[src/hw/rtl/fcs_pkg.sv]
package fcs_pkg;

	// character codes that steer the scanner
	localparam logic [15:0] CH_SLASH  = 16'h002F;
	localparam logic [15:0] CH_STAR   = 16'h002A;
	localparam logic [15:0] CH_APOS   = 16'h0027;
	localparam logic [15:0] CH_DQUOTE = 16'h0022;
	localparam logic [15:0] CH_BAR    = 16'h007C;
	localparam logic [15:0] CH_CR     = 16'h000D;
	localparam logic [15:0] CH_LF     = 16'h000A;
	localparam logic [15:0] CH_SPACE  = 16'h0020;

	// result queue depth and pointer widths
	localparam int unsigned FIFO_DEPTH = 4;
	localparam int unsigned PTR_W      = $clog2(FIFO_DEPTH);
	localparam int unsigned CNT_W      = $clog2(FIFO_DEPTH + 1);

	typedef enum logic [2:0] {
		MODE_NORMAL  = 3'd0,
		MODE_APOS    = 3'd1,
		MODE_DQUOTE  = 3'd2,
		MODE_BAR     = 3'd3,
		MODE_COMMENT = 3'd4
	} scan_mode_t;

	// one result item
	typedef struct packed {
		logic [15:0] ch;
		logic        valid;
		logic        last;
	} result_t;

	// results produced by one input character, zero to two
	typedef struct packed {
		logic [1:0] num;
		result_t    r0;
		result_t    r1;
	} push_t;

	// scanner state, visible for checks
	typedef struct packed {
		scan_mode_t mode;
		logic       slash;
	} scan_status_t;

endpackage

[src/hw/rtl/format_comment_stripper_core.sv]
// Streaming comment stripper for 16-bit character text. One character is
// taken per transfer on the input channel; slash-star outside a quoted span
// (apostrophe, double quote or bar) drops everything up to the line end, whose
// CR or LF is kept unless prepare mode drops it. A slash is held back until
// the next character, so one input can give two results; each input gives
// zero to two results, and a text whose final character gives nothing ends
// with an empty marker (out_valid low, last_out high). A character is
// registered, scanned and written into a four-entry result queue; input is
// taken every cycle while the queue has room for two results, so the
// sustained rate is one character per cycle whenever results are drained at
// least as fast as they are produced. drop_control_chars (prepare mode) must
// be written only while the block is idle; the block does not enforce this.
module format_comment_stripper_core import fcs_pkg::*; (
	input  logic        clk,
	input  logic        arst_n,
	input  logic        cfg_valid,
	output logic        cfg_ready,
	input  logic        drop_control_chars,
	input  logic        in_valid,
	output logic        in_ready,
	input  logic [15:0] ch,
	input  logic        last_in,
	output logic        res_valid,
	input  logic        res_ready,
	output logic [15:0] out_ch,
	output logic        out_valid,
	output logic        last_out
);

	logic             drop_q;
	logic             room;
	logic             push_en;
	push_t            push;
	scan_status_t     status;
	logic [CNT_W-1:0] count;

	assign cfg_ready = 1'b1;

	// prepare mode register
	always_ff @(posedge clk or negedge arst_n) begin
		if (!arst_n) begin
			drop_q <= 1'b0;
		end else if (cfg_valid && cfg_ready) begin
			drop_q <= drop_control_chars;
		end
	end

	fcs_scan u_scan (
		.clk       (clk),
		.arst_n    (arst_n),
		.in_valid  (in_valid),
		.in_ready  (in_ready),
		.ch        (ch),
		.last_in   (last_in),
		.drop_ctrl (drop_q),
		.room      (room),
		.push_en   (push_en),
		.push      (push),
		.status    (status)
	);

	fcs_result_fifo u_fifo (
		.clk       (clk),
		.arst_n    (arst_n),
		.push_en   (push_en),
		.push      (push),
		.room      (room),
		.res_valid (res_valid),
		.res_ready (res_ready),
		.out_ch    (out_ch),
		.out_valid (out_valid),
		.last_out  (last_out),
		.count     (count)
	);

	// queue never overfills
	assert property (@(posedge clk) disable iff (!arst_n)
		count <= CNT_W'(FIFO_DEPTH))
		else $error("result queue overflow");

	// end of text leaves the scanner in its reset state
	assert property (@(posedge clk) disable iff (!arst_n)
		(push_en && push.r1.last) |=> (status.mode == MODE_NORMAL && !status.slash))
		else $error("scanner state not cleared after end of text");

	// a held slash only exists outside quotes and comments
	assert property (@(posedge clk) disable iff (!arst_n)
		status.slash |-> (status.mode == MODE_NORMAL))
		else $error("slash held inside quoted span or comment");

	// an empty marker always closes a text
	assert property (@(posedge clk) disable iff (!arst_n)
		(res_valid && !out_valid) |-> last_out)
		else $error("empty marker without end of text");

endmodule

[src/hw/rtl/fcs_scan.sv]
module fcs_scan import fcs_pkg::*; (
	input  logic         clk,
	input  logic         arst_n,
	input  logic         in_valid,
	output logic         in_ready,
	input  logic [15:0]  ch,
	input  logic         last_in,
	input  logic         drop_ctrl,
	input  logic         room,
	output logic         push_en,
	output push_t        push,
	output scan_status_t status
);

	logic        valid_s1;
	logic [15:0] ch_s1;
	logic        last_s1;
	scan_mode_t  mode_q, mode_d;
	logic        slash_q, slash_d;
	logic        adv;

	assign adv      = valid_s1 & room;
	assign in_ready = ~valid_s1 | adv;
	assign push_en  = adv;

	// input register
	always_ff @(posedge clk or negedge arst_n) begin
		if (!arst_n) begin
			valid_s1 <= 1'b0;
		end else if (in_ready) begin
			valid_s1 <= in_valid;
		end
	end

	always_ff @(posedge clk) begin
		if (in_valid && in_ready) begin
			ch_s1   <= ch;
			last_s1 <= last_in;
		end
	end

	// scan state, advanced once per character handed to the queue
	always_ff @(posedge clk or negedge arst_n) begin
		if (!arst_n) begin
			mode_q  <= MODE_NORMAL;
			slash_q <= 1'b0;
		end else if (adv) begin
			mode_q  <= mode_d;
			slash_q <= slash_d;
		end
	end

	// next state and result selection
	always_comb begin
		logic       rel_slash;
		logic       emit_ch;
		logic       end_slash;
		logic       is_ctrl;
		logic [1:0] num;
		logic [15:0] close_ch;

		rel_slash = 1'b0;
		emit_ch   = 1'b0;
		mode_d    = mode_q;
		slash_d   = slash_q;
		is_ctrl   = (ch_s1[15:5] == 11'd0);

		case (mode_q)
			MODE_APOS:   close_ch = CH_APOS;
			MODE_DQUOTE: close_ch = CH_DQUOTE;
			default:     close_ch = CH_BAR;
		endcase

		unique case (mode_q) inside
			MODE_COMMENT: begin
				if (ch_s1 == CH_CR || ch_s1 == CH_LF) begin
					emit_ch = 1'b1;
					mode_d  = MODE_NORMAL;
				end
			end
			MODE_APOS, MODE_DQUOTE, MODE_BAR: begin
				emit_ch = 1'b1;
				if (ch_s1 == close_ch) begin
					mode_d = MODE_NORMAL;
				end
			end
			default: begin
				mode_d = MODE_NORMAL;
				if (slash_q && ch_s1 == CH_STAR) begin
					slash_d = 1'b0;
					mode_d  = MODE_COMMENT;
				end else begin
					rel_slash = slash_q;
					slash_d   = (ch_s1 == CH_SLASH);
					emit_ch   = (ch_s1 != CH_SLASH);
					if (ch_s1 == CH_APOS) begin
						mode_d = MODE_APOS;
					end else if (ch_s1 == CH_DQUOTE) begin
						mode_d = MODE_DQUOTE;
					end else if (ch_s1 == CH_BAR) begin
						mode_d = MODE_BAR;
					end
				end
			end
		endcase

		// prepare mode drops control characters
		if (drop_ctrl && is_ctrl) begin
			emit_ch = 1'b0;
		end

		end_slash = last_s1 & slash_d;
		num = {1'b0, rel_slash} + {1'b0, emit_ch} + {1'b0, end_slash};

		// end of text returns the scanner to its reset state
		if (last_s1) begin
			mode_d  = MODE_NORMAL;
			slash_d = 1'b0;
		end

		// pack results in emission order
		push.r0.ch    = rel_slash ? CH_SLASH : (emit_ch ? ch_s1 : CH_SLASH);
		push.r0.valid = 1'b1;
		push.r0.last  = last_s1 && (num == 2'd1);
		push.r1.ch    = (rel_slash && emit_ch) ? ch_s1 : CH_SLASH;
		push.r1.valid = 1'b1;
		push.r1.last  = last_s1;
		push.num      = num;

		// empty end marker when the final character leaves nothing
		if (last_s1 && num == 2'd0) begin
			push.r0.ch    = 16'd0;
			push.r0.valid = 1'b0;
			push.r0.last  = 1'b1;
			push.num      = 2'd1;
		end
	end

	assign status.mode  = mode_q;
	assign status.slash = slash_q;

endmodule

[src/hw/rtl/fcs_result_fifo.sv]
module fcs_result_fifo import fcs_pkg::*; (
	input  logic        clk,
	input  logic        arst_n,
	input  logic        push_en,
	input  push_t       push,
	output logic        room,
	output logic        res_valid,
	input  logic        res_ready,
	output logic [15:0] out_ch,
	output logic        out_valid,
	output logic        last_out,
	output logic [CNT_W-1:0] count
);

	result_t          mem_q [FIFO_DEPTH];
	logic [PTR_W-1:0] wr_ptr_q;
	logic [PTR_W-1:0] rd_ptr_q;
	logic [CNT_W-1:0] count_q;
	logic [1:0]       num;
	logic             pop;

	assign num       = push_en ? push.num : 2'd0;
	assign pop       = res_valid & res_ready;
	assign res_valid = (count_q != '0);
	assign room      = (count_q <= CNT_W'(FIFO_DEPTH - 2));
	assign count     = count_q;

	// pointers and fill level
	always_ff @(posedge clk or negedge arst_n) begin
		if (!arst_n) begin
			wr_ptr_q <= '0;
			rd_ptr_q <= '0;
			count_q  <= '0;
		end else begin
			wr_ptr_q <= wr_ptr_q + PTR_W'(num);
			rd_ptr_q <= rd_ptr_q + PTR_W'(pop);
			count_q  <= count_q + CNT_W'(num) - CNT_W'(pop);
		end
	end

	// storage, up to two writes per cycle
	always_ff @(posedge clk) begin
		if (num != 2'd0) begin
			mem_q[wr_ptr_q] <= push.r0;
		end
		if (num == 2'd2) begin
			mem_q[wr_ptr_q + PTR_W'(1)] <= push.r1;
		end
	end

	assign out_ch    = mem_q[rd_ptr_q].ch;
	assign out_valid = mem_q[rd_ptr_q].valid;
	assign last_out  = mem_q[rd_ptr_q].last;

endmodule
[config.mk]
export PLATFORM = sky130hd
export DESIGN_NAME = format_comment_stripper_core
export DESIGN_NICKNAME = d
export VERILOG_FILES = /design/src/hw/rtl/fcs_pkg.sv /design/src/hw/rtl/format_comment_stripper_core.sv /design/src/hw/rtl/fcs_scan.sv /design/src/hw/rtl/fcs_result_fifo.sv
export SDC_FILE = /design/constraint.sdc
export NUM_CORES = 1
export LEC_CHECK = 0
export ABC_AREA = 1
export BUFFER_PORTS_ARGS = -buffer_cell sky130_fd_sc_hd__buf_2
export CELL_PAD_IN_SITES_DETAIL_PLACEMENT = 1
export CELL_PAD_IN_SITES_GLOBAL_PLACEMENT = 1
export CORE_ASPECT_RATIO = 1.25
export CORE_MARGIN = 8
export CORE_UTILIZATION = 46
export DETAILED_ROUTE_END_ITERATION = 16
export PLACE_DENSITY = 0.77
export SYNTH_ARGS = -nofsm -noshare
export SYNTH_HDL_FRONTEND = slang
export SYNTH_SLANG_ARGS = --single-unit
export TNS_END_PERCENT = 20
[constraint.sdc]
create_clock -name clk -period 4.62 [get_ports clk]
set_clock_uncertainty 0.2 [all_clocks]
set_input_delay 0.924 -clock clk [delete_from_list [all_inputs] [get_ports clk]]
set_output_delay 0.924 -clock clk [all_outputs]
set_load 0.05 [all_outputs]
==> results by group <==
Timing
  • Clock period minus worst slack: 3.97 ns
  • Final hold vios: 0
  • Unrepaired setup endpoints after global routing: false
  • Slew HR: 0.332
  • Final Setup Violations: 0
  • Fin Hold WS: 0.268 ns
  • Slew @ Worst Pin: 0.995 ns
  • Setup TNS: 0 ns
  • Final period utilization: 0.859
  • Max Clock Freq: 252 MHz
  • Max-slew violation count: 0

Die
  • Die area: 16100 um^2
  • Initial Util: 0.469
  • Die height: 140 um
  • Die extent in x: 115 um
  • Core area: 12000 um^2
  • Io pins: 44
  • Row cnt: 45

Logic synthesis
  • Dominant cells by area after synthesis: edfxtp_1, nand4_1, nand2_1
  • Top-count cell post-synth: nand2_1
  • Top post-synthesis cells by count: nand2_1, nand4_1, edfxtp_1, nor2_1, o21ai_0
  • Synth Flop Type: edfxtp_1
  • Synth Register Bits: 102
  • Ys async rst share: 0.127
  • Register area share after synthesis: 0.523
  • Post-synth EDFFs: 85
  • Syn Nets: 674
  • Yosys Warn Count: 0
  • Cells after Synth: 644
  • Area of the mapped netlist: 5650 um^2
  • Synth unique cells: 36
  • Post-Syn Area per Cell: 8.77 um^2
  • Largest area contributor in the netlist: edfxtp_1
  • Post-synth top area share: 0.452

Placement
  • HPWL after DPL: 11.3 mm
  • Routability Congestion: 0.841
  • Number of I/O port buffers: 42

CTS
  • Clk buf depth: 2
  • Clock tree root driver cell: clkbuf_16
  • Post-CTS setup buffer count: 0
  • CTS Buf Count: 9
  • CTS tree: built
  • CTS resizes: 0
  • Post-CTS Hold Fix Bufs: 0
  • Clock latency at the later pin of the worst-skew pair: 0.34 ns
  • Clk sinks: 102
  • H-tree depth: 3
  • Clk slew on worst S/H paths: 0.07 ns

Global route
  • All-Layer GR Usage: 0.214
  • Global route total overflow: 0
  • Largest net degree at the start of global routing: 89
  • Vias in the first global route: 5178
  • Initial antenna violation count: 0
  • First-pass GRT wire length: 26.9 mm

Critical path
  • Delay of the slowest critical-path stage: 0.56 ns
  • Worst setup path start: u_scan.ch_s1[11]
  • Critical Path RT: 4.38 ns
  • Crit start category: flop
  • CP max-delay cell: o31ai_2
  • Launching point of the worst reg2reg path: u_scan.ch_s1[11]
  • CP Data Arrival Time: 3.73 ns
  • CP cell instances: nor2_1, nand2_1, nor2_4, nand3_1, a21oi_2, nor2_4, fa_1, o31ai_2, nor3_2, nor2_1, inv_1
  • Kind of critical path: flop to flop
  • Max FO, Critical Path: 17
  • Crit. End Element: flop

Detailed routing
  • Total Routed Length: 16.6 mm
  • DR vias: 4887
  • First-iteration detailed-routing DRC count: 337
  • Routed len/inst: 20.1 um
  • DRC viols: 0
  • Vias per inst: 5.92
  • 1st-pass router iterations: 5
  • Antenna viol nets, final: 0

Layout
  • Layout area overhead: 9.30%
  • N_diodes: 0
  • NumNets Final: 687
  • Flip-flop and latch area: 2960 um^2
  • Area of the multi-input gates: 2280 um^2
  • Layout cells sized above 1: 0.130
  • Fill cell count: 1487

Job
  • Max cap viols: 0

Hold path
  • Hold Crit Class: input port to asynchronous set/reset pin

Run status
  • Status: finished clean

Power
  • Lkg Pwr: 2.58 nW
  • PD cells: 613 nW/um^2
  • VDD IR max: 0.000270 V
-- sequential cells by signal, indices dropped and copies added (netlist names) --
name / cells
u_scan.ch_s1: 16
u_scan.valid_s1: 1
u_fifo.mem_q: 72
u_fifo.wr_ptr_q: 2
u_fifo.count: 3
u_fifo.rd_ptr_q: 2
drop_q: 1
u_scan.mode_q: 3
u_scan.last_s1: 1
u_scan.slash_q: 1
-- cell families (layout without fill, tap and decap cells) --
family	Yosys count	count (layout)	synth area share
other	1	1	0.000664
DFF	102	102	0.523
AOI/OAI and AO/OA	74	74	0.0726
muxes	1	1	0.00199
and+or+nand+nor	357	357	0.302
xor gates and xnor gates	5	5	0.00775
adders and majority gates	7	7	0.0182
buffers and inverters	97	115	0.0737
-- report_power, final --
group	total (mW)	switching, mW	leakage [nW]	internal [mW]
Combinational	1.68	1.27	1.46	0.410
Clock	0.688	0.325	0.120	0.364
Sequential	1.42	0.152	0.999	1.27
Total	3.79	1.75	2.58	2.04
-- critical path, delay by kind of cell, from the launching register on --
kind                       cells  cell delay, ns
AOI/OAI and AO/OA              2            0.78
adders and majority gates      1            0.51
buffers and inverters          1            0.41
DFF                            1            0.52
and+or+nand+nor                7            1.15
-- worst paths after layout --
| path | end | slack (ns) | cells past startpoint |
|---|---|---|---|
| setup / recovery | u_fifo.mem_q[0][4] | 0.65 | 11 |
| hold / removal | u_scan.slash_q | 0.27 | 1 |
| max in group asynchronous | u_fifo.rd_ptr_q[1] | 3.71 | 1 |
| hold reg to reg | u_fifo.mem_q[0][1] | 0.29 | 2 |
| min in group clk | u_fifo.mem_q[0][1] | 0.29 | 2 |
| setup reg to reg | u_fifo.mem_q[0][4] | 0.65 | 11 |
-- stage by stage --
stage,total power [mW],cells,setup WS (ns),utilization,instance area [um^2]
floorplan,2.63,644,0.992,-,5650
global placement,3.06,810,0.876,0.491,5920
detailed placement,3.13,810,0.699,0.491,5920
CTS,3.81,826,0.684,0.513,6180
global route,3.99,826,0.390,0.513,6180
finish,3.79,826,0.651,0.513,6180
-- layer usage --
layer	vias to the layer above	global-route usage	routed length, um
met2	133	0.367	8410
met1	2409	0.257	7020
met4	0	0.0971	453
met5	-	0	0
li1	2314	-	-
met3	31	0.0318	723
-- final cells by class --
type / count / area share
Clock inverter: 4 / 0.00385
Clock buffer: 12 / 0.0383
Multi-Input combinational cell: 445 / 0.369
Tap cell: 164 / 0.0332
Sequential cell: 102 / 0.479
Timing Repair Buffer: 56 / 0.0511
Inverter: 43 / 0.0261
-- cells in the final DEF (no fill, tap or decap), types with 2 or more instances in the layout --
master and count:
nand2_1 126, nand4_1 99, edfxtp_1 85, nor2_1 75, o21ai_0 43, buf_2 42
nand3_1 41, inv_1 35, o22ai_1 21, buf_4 14, dfrtp_1 13, clkbuf_16 9
inv_2 7, a21oi_1 6, nor3_1 6, ha_1 5, dfxtp_1 4, xnor2_1 3
nor3_2 3, clkbuf_1 3, nor2_4 2, xor2_1 2, clkinv_1 2, fa_1 2
clkinvlp_4 2
Power figures use the tool's default switching activity.
